**src/sv/tsbs_pkg.sv**
```systemverilog
// Types and constants shared by the triangle scan and shade block.
`timescale 1ns / 1ps
`default_nettype none
package tsbs_pkg;

   localparam int COORD_W   = 11;  // pixel and vertex coordinate
   localparam int BOX_W     = 12;  // exclusive box bound, holds the screen size
   localparam int DIFF_W    = 12;  // signed coordinate difference
   localparam int AREA_W    = 25;  // signed doubled triangle area
   localparam int MULA_W    = 25;
   localparam int MULB_W    = 13;
   localparam int ACC_W     = 34;  // multiply-accumulate width
   localparam int NUM_W     = 32;  // colour-weighted numerator
   localparam int DEN_W     = 24;  // area magnitude
   localparam int QUO_W     = 8;   // one channel quotient
   localparam int DSR_W     = DEN_W + QUO_W - 1;
   localparam int VTX_W     = 22;
   localparam int COL_W     = 24;
   localparam int PIXCOL_W  = 25;
   localparam int CSR_IDX_W = 3;
   localparam int CSR_DAT_W = 24;
   localparam int STEP_W    = 3;
   localparam int CHAN_W    = 2;

   localparam logic [CSR_IDX_W-1:0] REG_VERTEX_A = 3'd0;
   localparam logic [CSR_IDX_W-1:0] REG_VERTEX_B = 3'd1;
   localparam logic [CSR_IDX_W-1:0] REG_VERTEX_C = 3'd2;
   localparam logic [CSR_IDX_W-1:0] REG_COLOUR_A = 3'd3;
   localparam logic [CSR_IDX_W-1:0] REG_COLOUR_B = 3'd4;
   localparam logic [CSR_IDX_W-1:0] REG_COLOUR_C = 3'd5;

   // Colour channel order inside a packed colour
   localparam logic [CHAN_W-1:0] CHAN_RED   = 2'd0;
   localparam logic [CHAN_W-1:0] CHAN_GREEN = 2'd1;
   localparam logic [CHAN_W-1:0] CHAN_BLUE  = 2'd2;

   // Area sequencer selects: total area first, then the three pixel weights
   localparam logic [1:0] AREA_TOTAL = 2'd0;
   localparam logic [1:0] AREA_W0    = 2'd1;
   localparam logic [1:0] AREA_W1    = 2'd2;
   localparam logic [1:0] AREA_W2    = 2'd3;

   typedef enum logic [4:0] {
      ST_IDLE   = 5'b00001,
      ST_AREA   = 5'b00010,
      ST_MAC    = 5'b00100,
      ST_DIV    = 5'b01000,
      ST_FINISH = 5'b10000
   } state_type;

endpackage
`default_nettype wire

```
**src/sv/triangle_scan_barycentric_shade_top.sv**
```systemverilog
// Triangle bounding-box scan with barycentric colour interpolation.
//
// Usage: write the three vertices and three vertex colours through the csr_
// port while the block is idle. A req_ transaction with req_restart = 1
// clamps the triangle's bounding box to the screen (half-open) and reports
// its first pixel; each req_ transaction with req_restart = 0 reports the
// next pixel in row-major order. Every request yields exactly one rsp_
// transaction; rsp_valid_res = 0 marks an empty box or an advance with no
// scan running, and then all other fields are zero.
// Flow: one request is processed at a time. A pixel first computes its total
// and three weight areas through one shared multiplier, then for a covered
// pixel three channels of multiply-accumulate, each followed by bit-serial
// restoring division into an 8-bit quotient (one quotient bit per cycle).
// The result register lets the next request be accepted and worked on while
// a result waits; a stalled receiver only holds the block once a second
// result is ready. Reset clears the registers, the scan and the response
// valid flag.
`timescale 1ns / 1ps
`default_nettype none
module triangle_scan_barycentric_shade_top #(
   parameter int SCREEN_WIDTH  = 1024,
   parameter int SCREEN_HEIGHT = 1024
) (
   input  wire logic                                clock,
   input  wire logic                                reset,
   input  wire logic                                req_valid,
   output logic                                     req_ready,
   input  wire logic                                req_restart,
   output logic                                     rsp_valid,
   input  wire logic                                rsp_ready,
   output logic                                     rsp_valid_res,
   output logic [tsbs_pkg::COORD_W-1:0]             rsp_pixel_x,
   output logic [tsbs_pkg::COORD_W-1:0]             rsp_pixel_y,
   output logic                                     rsp_covered,
   output logic [tsbs_pkg::PIXCOL_W-1:0]            rsp_pixel_colour,
   output logic                                     rsp_last,
   input  wire logic                                csr_wr_en,
   input  wire logic [tsbs_pkg::CSR_IDX_W-1:0]      csr_index,
   input  wire logic [tsbs_pkg::CSR_DAT_W-1:0]      csr_wdata
);

   localparam logic [tsbs_pkg::BOX_W-1:0] SW = tsbs_pkg::BOX_W'(SCREEN_WIDTH);
   localparam logic [tsbs_pkg::BOX_W-1:0] SH = tsbs_pkg::BOX_W'(SCREEN_HEIGHT);
   localparam int C = tsbs_pkg::COORD_W;

   // configuration
   logic [tsbs_pkg::VTX_W-1:0] vertex_ff [3];
   logic [tsbs_pkg::COL_W-1:0] colour_ff [3];

   // control
   tsbs_pkg::state_type state_ff, state_in;
   logic [tsbs_pkg::STEP_W-1:0] step_ff, step_in;
   logic [tsbs_pkg::CHAN_W-1:0] chan_ff, chan_in;
   logic                        active_ff, active_in;
   logic [C-1:0]                cursor_x_ff, cursor_x_in;
   logic [C-1:0]                cursor_y_ff, cursor_y_in;
   logic [C-1:0]                box_left_ff, box_left_in;
   logic [tsbs_pkg::BOX_W-1:0]  box_right_ff, box_right_in;
   logic [tsbs_pkg::BOX_W-1:0]  box_bottom_ff, box_bottom_in;
   logic                        rsp_valid_ff, rsp_valid_in;

   // datapath
   logic                                 pix_ok_ff, pix_ok_in;
   logic                                 cov_ff, cov_in;
   logic                                 t_neg_ff, t_neg_in;
   logic signed [tsbs_pkg::ACC_W-1:0]    acc_ff, acc_in;
   logic signed [tsbs_pkg::AREA_W-1:0]   area_ff [4];
   logic signed [tsbs_pkg::AREA_W-1:0]   area_in [4];
   logic [tsbs_pkg::NUM_W-1:0]           rem_ff, rem_in;
   logic [tsbs_pkg::DSR_W-1:0]           dsr_ff, dsr_in;
   logic [tsbs_pkg::QUO_W-1:0]           quo_ff, quo_in;
   logic [tsbs_pkg::COL_W-1:0]           shade_ff, shade_in;

   // result register
   logic                            res_valid_ff, res_valid_in;
   logic [C-1:0]                    res_x_ff, res_x_in;
   logic [C-1:0]                    res_y_ff, res_y_in;
   logic                            res_cov_ff, res_cov_in;
   logic [tsbs_pkg::PIXCOL_W-1:0]   res_col_ff, res_col_in;
   logic                            res_last_ff, res_last_in;

   // ---------------------------------------------------------------- config
   always_ff @(posedge clock) begin
      if (reset) begin
         for (int i = 0; i < 3; i++) begin
            vertex_ff[i] <= '0;
            colour_ff[i] <= '0;
         end
      end else if (csr_wr_en) begin
         unique case (csr_index)
            tsbs_pkg::REG_VERTEX_A: vertex_ff[0] <= csr_wdata[tsbs_pkg::VTX_W-1:0];
            tsbs_pkg::REG_VERTEX_B: vertex_ff[1] <= csr_wdata[tsbs_pkg::VTX_W-1:0];
            tsbs_pkg::REG_VERTEX_C: vertex_ff[2] <= csr_wdata[tsbs_pkg::VTX_W-1:0];
            tsbs_pkg::REG_COLOUR_A: colour_ff[0] <= csr_wdata;
            tsbs_pkg::REG_COLOUR_B: colour_ff[1] <= csr_wdata;
            tsbs_pkg::REG_COLOUR_C: colour_ff[2] <= csr_wdata;
            default: ;
         endcase
      end
   end

   // ------------------------------------------------------- bounding box
   logic [C-1:0] ax, ay, bx, by, cx, cy;
   assign ax = vertex_ff[0][C-1:0];
   assign ay = vertex_ff[0][2*C-1:C];
   assign bx = vertex_ff[1][C-1:0];
   assign by = vertex_ff[1][2*C-1:C];
   assign cx = vertex_ff[2][C-1:0];
   assign cy = vertex_ff[2][2*C-1:C];

   logic [tsbs_pkg::BOX_W-1:0] xmin, ymin, xmax, ymax, xmax_raw, ymax_raw;
   logic                       box_empty;

   always_comb begin
      xmin = SW;
      ymin = SH;
      xmax_raw = '0;
      ymax_raw = '0;
      if ({1'b0, ax} < xmin) xmin = {1'b0, ax};
      if ({1'b0, bx} < xmin) xmin = {1'b0, bx};
      if ({1'b0, cx} < xmin) xmin = {1'b0, cx};
      if ({1'b0, ay} < ymin) ymin = {1'b0, ay};
      if ({1'b0, by} < ymin) ymin = {1'b0, by};
      if ({1'b0, cy} < ymin) ymin = {1'b0, cy};
      if ({1'b0, ax} > xmax_raw) xmax_raw = {1'b0, ax};
      if ({1'b0, bx} > xmax_raw) xmax_raw = {1'b0, bx};
      if ({1'b0, cx} > xmax_raw) xmax_raw = {1'b0, cx};
      if ({1'b0, ay} > ymax_raw) ymax_raw = {1'b0, ay};
      if ({1'b0, by} > ymax_raw) ymax_raw = {1'b0, by};
      if ({1'b0, cy} > ymax_raw) ymax_raw = {1'b0, cy};
      xmax = (xmax_raw > SW) ? SW : xmax_raw;
      ymax = (ymax_raw > SH) ? SH : ymax_raw;
      box_empty = (xmin >= xmax) || (ymin >= ymax);
   end

   logic [tsbs_pkg::BOX_W-1:0] next_x, next_y;
   logic                       row_end, last_now;
   assign next_x   = {1'b0, cursor_x_ff} + 1'b1;
   assign next_y   = {1'b0, cursor_y_ff} + 1'b1;
   assign row_end  = next_x >= box_right_ff;
   assign last_now = row_end && (next_y >= box_bottom_ff);

   // --------------------------------------------- shared multiplier operands
   // Area k uses corners (U,V,W): area = (Wx-Ux)(Vy-Uy) - (Vx-Ux)(Wy-Uy)
   logic [1:0]   area_sel;
   logic [C-1:0] ux, uy, vx, vy, wx, wy;

   assign area_sel = step_ff[2:1];

   always_comb begin
      ux = cursor_x_ff;
      uy = cursor_y_ff;
      unique case (area_sel)
         tsbs_pkg::AREA_TOTAL: begin
            ux = ax; uy = ay; vx = bx; vy = by; wx = cx; wy = cy;
         end
         tsbs_pkg::AREA_W0: begin
            vx = bx; vy = by; wx = cx; wy = cy;
         end
         tsbs_pkg::AREA_W1: begin
            vx = cx; vy = cy; wx = ax; wy = ay;
         end
         tsbs_pkg::AREA_W2: begin
            vx = ax; vy = ay; wx = bx; wy = by;
         end
         default: begin
            vx = ax; vy = ay; wx = ax; wy = ay;
         end
      endcase
   end

   logic signed [tsbs_pkg::DIFF_W-1:0] diff_a, diff_b;
   always_comb begin
      if (!step_ff[0]) begin
         diff_a = $signed({1'b0, wx}) - $signed({1'b0, ux});
         diff_b = $signed({1'b0, vy}) - $signed({1'b0, uy});
      end else begin
         diff_a = $signed({1'b0, vx}) - $signed({1'b0, ux});
         diff_b = $signed({1'b0, wy}) - $signed({1'b0, uy});
      end
   end

   logic [1:0]                   term;
   logic [tsbs_pkg::QUO_W-1:0]   chan_byte;
   logic [tsbs_pkg::COL_W-1:0]   term_colour;

   assign term        = step_ff[1:0];
   assign term_colour = colour_ff[term];

   always_comb begin
      case (chan_ff)
         tsbs_pkg::CHAN_RED:   chan_byte = term_colour[7:0];
         tsbs_pkg::CHAN_GREEN: chan_byte = term_colour[15:8];
         default:              chan_byte = term_colour[23:16];
      endcase
   end

   logic signed [tsbs_pkg::MULA_W-1:0]                 mul_a;
   logic signed [tsbs_pkg::MULB_W-1:0]                 mul_b;
   logic signed [tsbs_pkg::MULA_W+tsbs_pkg::MULB_W-1:0] prod_full;
   logic signed [tsbs_pkg::ACC_W-1:0]                  prod;

   always_comb begin
      if (state_ff == tsbs_pkg::ST_MAC) begin
         mul_a = area_ff[term + 2'd1];
         mul_b = $signed({{(tsbs_pkg::MULB_W - tsbs_pkg::QUO_W){1'b0}}, chan_byte});
      end else begin
         mul_a = {{(tsbs_pkg::MULA_W - tsbs_pkg::DIFF_W){diff_a[tsbs_pkg::DIFF_W-1]}},
                  diff_a};
         mul_b = {{(tsbs_pkg::MULB_W - tsbs_pkg::DIFF_W){diff_b[tsbs_pkg::DIFF_W-1]}},
                  diff_b};
      end
   end

   assign prod_full = mul_a * mul_b;
   assign prod      = $signed(prod_full[tsbs_pkg::ACC_W-1:0]);

   // ---------------------------------------------------------- sequencer
   logic signed [tsbs_pkg::ACC_W-1:0] area_val, area_neg, area_norm;
   logic                              area_flip, div_ge, area_nonneg;
   logic [tsbs_pkg::QUO_W-1:0]        quo_next;
   logic signed [tsbs_pkg::ACC_W-1:0] mac_sum;

   assign area_val  = acc_ff - prod;
   assign area_neg  = -area_val;
   // total area is stored as a magnitude; weights are turned to match its sign
   assign area_flip = (area_sel == tsbs_pkg::AREA_TOTAL) ?
                      area_val[tsbs_pkg::ACC_W-1] : t_neg_ff;
   assign area_norm = area_flip ? area_neg : area_val;
   assign area_nonneg = !area_norm[tsbs_pkg::ACC_W-1];
   assign mac_sum  = ((step_ff == '0) ? '0 : acc_ff) + prod;
   assign div_ge   = rem_ff >= tsbs_pkg::NUM_W'(dsr_ff);
   assign quo_next = {quo_ff[tsbs_pkg::QUO_W-2:0], div_ge};

   always_comb begin
      state_in      = state_ff;
      step_in       = step_ff;
      chan_in       = chan_ff;
      active_in     = active_ff;
      cursor_x_in   = cursor_x_ff;
      cursor_y_in   = cursor_y_ff;
      box_left_in   = box_left_ff;
      box_right_in  = box_right_ff;
      box_bottom_in = box_bottom_ff;
      rsp_valid_in  = rsp_valid_ff;
      pix_ok_in     = pix_ok_ff;
      cov_in        = cov_ff;
      t_neg_in      = t_neg_ff;
      acc_in        = acc_ff;
      area_in       = area_ff;
      rem_in        = rem_ff;
      dsr_in        = dsr_ff;
      quo_in        = quo_ff;
      shade_in      = shade_ff;
      res_valid_in  = res_valid_ff;
      res_x_in      = res_x_ff;
      res_y_in      = res_y_ff;
      res_cov_in    = res_cov_ff;
      res_col_in    = res_col_ff;
      res_last_in   = res_last_ff;
      req_ready     = 1'b0;

      if (rsp_valid_ff && rsp_ready) rsp_valid_in = 1'b0;

      unique case (state_ff)
         tsbs_pkg::ST_IDLE: begin
            req_ready = 1'b1;
            if (req_valid) begin
               step_in = '0;
               if (req_restart) begin
                  if (box_empty) begin
                     active_in = 1'b0;
                     pix_ok_in = 1'b0;
                     state_in  = tsbs_pkg::ST_FINISH;
                  end else begin
                     box_left_in   = xmin[C-1:0];
                     box_right_in  = xmax;
                     box_bottom_in = ymax;
                     cursor_x_in   = xmin[C-1:0];
                     cursor_y_in   = ymin[C-1:0];
                     active_in     = 1'b1;
                     pix_ok_in     = 1'b1;
                     state_in      = tsbs_pkg::ST_AREA;
                  end
               end else if (!active_ff) begin
                  pix_ok_in = 1'b0;
                  state_in  = tsbs_pkg::ST_FINISH;
               end else begin
                  if (row_end) begin
                     cursor_x_in = box_left_ff;
                     cursor_y_in = next_y[C-1:0];
                  end else begin
                     cursor_x_in = next_x[C-1:0];
                  end
                  pix_ok_in = 1'b1;
                  state_in  = tsbs_pkg::ST_AREA;
               end
            end
         end

         tsbs_pkg::ST_AREA: begin
            step_in = step_ff + 1'b1;
            if (!step_ff[0]) begin
               acc_in = prod;
            end else begin
               area_in[area_sel] = area_norm[tsbs_pkg::AREA_W-1:0];
               if (area_sel == tsbs_pkg::AREA_TOTAL) t_neg_in = area_val[tsbs_pkg::ACC_W-1];
               if (area_sel == tsbs_pkg::AREA_W2) begin
                  // the last weight is checked as it is written
                  cov_in = (area_ff[tsbs_pkg::AREA_TOTAL] != '0)
                         && !area_ff[tsbs_pkg::AREA_W0][tsbs_pkg::AREA_W-1]
                         && !area_ff[tsbs_pkg::AREA_W1][tsbs_pkg::AREA_W-1]
                         && area_nonneg;
                  chan_in  = tsbs_pkg::CHAN_RED;
                  state_in = cov_in ? tsbs_pkg::ST_MAC : tsbs_pkg::ST_FINISH;
               end
            end
         end

         tsbs_pkg::ST_MAC: begin
            acc_in  = mac_sum;
            step_in = step_ff + 1'b1;
            if (term == 2'd2) begin
               rem_in   = mac_sum[tsbs_pkg::NUM_W-1:0];
               dsr_in   = {area_ff[tsbs_pkg::AREA_TOTAL][tsbs_pkg::DEN_W-1:0],
                           {(tsbs_pkg::QUO_W-1){1'b0}}};
               quo_in   = '0;
               step_in  = '0;
               state_in = tsbs_pkg::ST_DIV;
            end
         end

         tsbs_pkg::ST_DIV: begin
            if (div_ge) rem_in = rem_ff - tsbs_pkg::NUM_W'(dsr_ff);
            quo_in  = quo_next;
            dsr_in  = dsr_ff >> 1;
            step_in = step_ff + 1'b1;
            if (step_ff == '1) begin
               case (chan_ff)
                  tsbs_pkg::CHAN_RED:   shade_in[7:0]   = quo_next;
                  tsbs_pkg::CHAN_GREEN: shade_in[15:8]  = quo_next;
                  default:              shade_in[23:16] = quo_next;
               endcase
               if (chan_ff == tsbs_pkg::CHAN_BLUE) begin
                  state_in = tsbs_pkg::ST_FINISH;
               end else begin
                  chan_in  = chan_ff + 1'b1;
                  state_in = tsbs_pkg::ST_MAC;
               end
            end
         end

         tsbs_pkg::ST_FINISH: begin
            // hold until the result register is free
            if (!rsp_valid_ff || rsp_ready) begin
               rsp_valid_in = 1'b1;
               state_in     = tsbs_pkg::ST_IDLE;
               if (pix_ok_ff) begin
                  res_valid_in = 1'b1;
                  res_x_in     = cursor_x_ff;
                  res_y_in     = cursor_y_ff;
                  res_cov_in   = cov_ff;
                  res_col_in   = cov_ff ? {1'b1, shade_ff} : '0;
                  res_last_in  = last_now;
                  if (last_now) active_in = 1'b0;
               end else begin
                  res_valid_in = 1'b0;
                  res_x_in     = '0;
                  res_y_in     = '0;
                  res_cov_in   = 1'b0;
                  res_col_in   = '0;
                  res_last_in  = 1'b0;
               end
            end
         end

         default: state_in = tsbs_pkg::ST_IDLE;
      endcase
   end

   always_ff @(posedge clock) begin
      if (reset) begin
         state_ff      <= tsbs_pkg::ST_IDLE;
         step_ff       <= '0;
         chan_ff       <= '0;
         active_ff     <= 1'b0;
         cursor_x_ff   <= '0;
         cursor_y_ff   <= '0;
         box_left_ff   <= '0;
         box_right_ff  <= '0;
         box_bottom_ff <= '0;
         rsp_valid_ff  <= 1'b0;
      end else begin
         state_ff      <= state_in;
         step_ff       <= step_in;
         chan_ff       <= chan_in;
         active_ff     <= active_in;
         cursor_x_ff   <= cursor_x_in;
         cursor_y_ff   <= cursor_y_in;
         box_left_ff   <= box_left_in;
         box_right_ff  <= box_right_in;
         box_bottom_ff <= box_bottom_in;
         rsp_valid_ff  <= rsp_valid_in;
      end
   end

   always_ff @(posedge clock) begin
      pix_ok_ff    <= pix_ok_in;
      cov_ff       <= cov_in;
      t_neg_ff     <= t_neg_in;
      acc_ff       <= acc_in;
      area_ff      <= area_in;
      rem_ff       <= rem_in;
      dsr_ff       <= dsr_in;
      quo_ff       <= quo_in;
      shade_ff     <= shade_in;
      res_valid_ff <= res_valid_in;
      res_x_ff     <= res_x_in;
      res_y_ff     <= res_y_in;
      res_cov_ff   <= res_cov_in;
      res_col_ff   <= res_col_in;
      res_last_ff  <= res_last_in;
   end

   assign rsp_valid        = rsp_valid_ff;
   assign rsp_valid_res    = res_valid_ff;
   assign rsp_pixel_x      = res_x_ff;
   assign rsp_pixel_y      = res_y_ff;
   assign rsp_covered      = res_cov_ff;
   assign rsp_pixel_colour = res_col_ff;
   assign rsp_last         = res_last_ff;

   // ---------------------------------------------------------- assertions
   a_div_bound: assert property (@(posedge clock) disable iff (reset)
      state_ff == tsbs_pkg::ST_DIV |-> {1'b0, rem_ff} < {1'b0, dsr_ff, 1'b0})
      else $error("divider remainder out of range");

   a_cov_implies_valid: assert property (@(posedge clock) disable iff (reset)
      rsp_valid && rsp_covered |-> rsp_valid_res && rsp_pixel_colour[24])
      else $error("covered pixel without valid result or alpha");

   a_invalid_zero: assert property (@(posedge clock) disable iff (reset)
      rsp_valid && !rsp_valid_res |->
         rsp_pixel_x == '0 && rsp_pixel_y == '0 && !rsp_last && rsp_pixel_colour == '0)
      else $error("invalid result carries nonzero fields");

   a_idle_advance: assert property (@(posedge clock) disable iff (reset)
      req_valid && req_ready && !req_restart && !active_ff |=>
         state_ff == tsbs_pkg::ST_FINISH)
      else $error("advance with no scan started a computation");

endmodule
`default_nettype wire

```
**config.mk**
```make
export PLATFORM = sky130hd
export DESIGN_NAME = triangle_scan_barycentric_shade_top
export DESIGN_NICKNAME = d
export VERILOG_FILES = /design/src/sv/tsbs_pkg.sv /design/src/sv/triangle_scan_barycentric_shade_top.sv
export SDC_FILE = /design/constraint.sdc
export NUM_CORES = 2
export LEC_CHECK = 0
export ABC_AREA = 1
export ABC_CLOCK_PERIOD_IN_PS = 24100
export CORE_UTILIZATION = 65
export DETAILED_ROUTE_END_ITERATION = 12
export DONT_BUFFER_PORTS = 1
export GPL_TIMING_DRIVEN = 0
export PLACE_DENSITY_LB_ADDON = 0.05
export SETUP_SLACK_MARGIN = 0.15
export SYNTH_ARGS = -nofsm -noshare
export SYNTH_HDL_FRONTEND = slang
export SYNTH_SLANG_ARGS = --single-unit
```
**constraint.sdc**
```tcl
create_clock -name clock -period 24.1 [get_ports clock]
set_clock_uncertainty 0.05 [all_clocks]
set_input_delay 2.41 -clock clock [delete_from_list [all_inputs] [get_ports clock]]
set_output_delay 2.41 -clock clock [all_outputs]
set_load 0.03 [all_outputs]
```
==> results.toml <==
[status]
outcome = "complete, no violations"

[global_route]
grt_max_degree = 41
grt_overflow = 0
grt_pass1_vias = 34827
antenna_found_initial = 3
track_usage = 0.384
grt_pass1_wl_um = 195000

[setup_path]
startpoint = "step_ff[0]"
critPathKind = "reg2reg"
crit_top_cell = "nand2_1"
r2r-end = "state_ff[4]"
path_delay_family = "adder cells"
endpoint = "state_ff[4]"
r2r_setup_slack_ns = 10.45
crit_cells = 54
cp-end-kind = "flip-flop"
cp-start-kind = "flip-flop"
crit_arrival_ns = 14.09
path_max_fanout = 11
cp.required_ns = 24.54
critPathSlowestCell = "a32oi_1"
r2r_cells = 54
crit_buf_inv = 14
max_stage_delay_ns = 0.88
rr_startpoint = "step_ff[0]"

[sta]
fmax_ghz = 0.0733
drv_slew = 0
slew_headroom = 0.135
finalHoldViolCount = 0
setup_viol = 0
rsz0062_at_grt = "false"
finalCritPeriodShare = 0.566
setup_tns_ns = 0
tightest_slew_ns = 1.29
min_period_ns = 13.65

[route]
top_layer_used = "met5"
dr.pass1.iters = 8
vias_per_cell = 5.87
drtIter0Drc = 4109
wire_per_inst_um = 20.4
vias = 36324
post-route-drc-count = 0
drtAntennaViolNets = 0
drt_wl_total_um = 127000
wl_met1_um = 50900
wl_met2_um = 57000
wl_met3_um = 13500

[cells_and_area]
final_cell_area_um2 = 45200
antenna_cells = 0
area_delta_synth_final_pct = 7.14
fillCellCount = 5329
nets = 5919
drive_gt1_frac = 0.0423

[synthesis]
synthCells = 5227
syn_area_um2 = 42200
syn_nets = 5852
yosys_most_used_dff = "edfxtp_1"
yosysWarnings = 0
synthArstFlopShare = 0
synth_edf_count = 418
ys_seq_elements = 487
synth_common_cells = "1,135 x nand2_1, 977 x inv_1, 473 x nor2_1, 418 x edfxtp_1, 361 x o21ai_0"
ys_types = 72
syn_avg_cell_area_um2 = 8.07
ys_seq_area_frac = 0.330
synth.most_common_cell = "nand2_1"
yosysTopAreaCellShare = 0.297
yosysTopAreaCell = "edfxtp_1"
ys_top_cells_by_area = "edfxtp_1 30%, fa_1 13%, nand2_1 10%"

[floorplanning]
dieArea_um2 = 65900
ios = 85
die_y_um = 257
fp-row-count = 93
core_um2 = 64300
start_util = 0.656
die_w_um = 257

[clocking]
cts_tree = "done"
insertion_delay_ns = 0.63
hold_buffers = 0
ctsResizeCount = 0
clock_sinks = 487
cts_inserted_buffers = 53
cts_root_buf = "clkbuf_16"
postCtsSetupBuffers = 0
cts_buffer_depth = 3
htreeDepth = 2
clk_pin_slew_ns = 0.06

[worst_hold_path]
min-delay-start = "pix_ok_ff"
hold_class = "reg2reg"

[placed_design]
dpl-instance-area_um2 = 43500
gp_congestion = 1.03
port_buffers = 0
dpl.hpwl_um = 102000

[flow_run]
cap_viol_max_count = 0
worst register-to-register path, delay by kind of cell (launching register included):
family	cells	cell delay, ns
adders and majority gates	9	4.02
buffers and inverters	14	3.97
and+or+nand+nor	26	3.50
AOI/OAI and AO/OA	4	1.25
xor gates and xnor gates	1	0.43
DFF	1	0.33
flip-flops by register name, indices dropped and copies added, names as in the netlist, 24 cells and up, named ones only:
name,cells
area_ff,100
colour_ff,72
rem_ff,32
shade_ff,24
vertex_ff,66
dsr_ff,31
rsp_pixel_colour,24
acc_ff,34
metrics by stage:
stage	utilization	setup slack, ns	instances	hold WS [ns]
4_1_cts	0.703	10.81	6192	0.411
5_1_grt	0.703	9.61	6192	0.412
2_1_floorplan	-	13.59	5227	0.374
6_report	0.703	10.45	6192	0.416
3_3_place_gp	0.672	10.87	6082	0.378
3_5_place_dp	0.677	10.85	6094	0.398
cell usage in the layout (no fill, tap or decap), types with 69 or more instances in the layout:
| cell | n |
|---|---|
| nor2_1 | 470 |
| a21oi_1 | 283 |
| ha_1 | 318 |
| clkbuf_1 | 129 |
| dfxtp_1 | 69 |
| xor2_1 | 81 |
| fa_1 | 274 |
| inv_1 | 977 |
| o21ai_0 | 359 |
| nand2_1 | 1134 |
| edfxtp_1 | 418 |
| nand3_1 | 191 |
layer usage:
layer,global-route usage,vias up
li1,-,17044
met1,0.530,17174
met3,0.0644,295
met2,0.609,1809
met5,0,-
met4,0.147,2
how the worst min path moves through the flow:
| stage | to | cells after the start |
|---|---|---|
| 5_1_grt | rsp_valid_res | 0 |
| 4_1_cts | rsp_valid_res | 0 |
| 6_report | rsp_valid_res | 0 |
| 3_3_place_gp | rsp_valid_res | 0 |
| 3_5_place_dp | rsp_valid_res | 0 |
| 2_1_floorplan | rsp_valid_res | 0 |
area by class of cell:
cell class,count,area (µm²),share of cell area
Multi-Input combinational cell,3601,24000,0.532
Sequential cell,487,13900,0.308
Inverter,1001,3760,0.0832
Clock buffer,63,1360,0.0302
Tap cell,855,1070,0.0237
Buffer,138,534,0.0118
Clock inverter,35,300,0.00664
Timing Repair Buffer,12,218,0.00482
cells by family after synthesis:
logic type	after synthesis	share of synthesized area
adder cells (fa/ha/maj)	592	0.224
AO/OA/AOI/OAI	880	0.118
XOR/XNOR	133	0.0283
flip-flops	487	0.330
AND/OR/NAND/NOR	1995	0.198
multiplexers	1	0.000237
buffers and inverters	1139	0.102
Power is left out: the tool's default activity adds up to more than one toggle a clock period on the data nets, which glitch-free logic cannot reach.
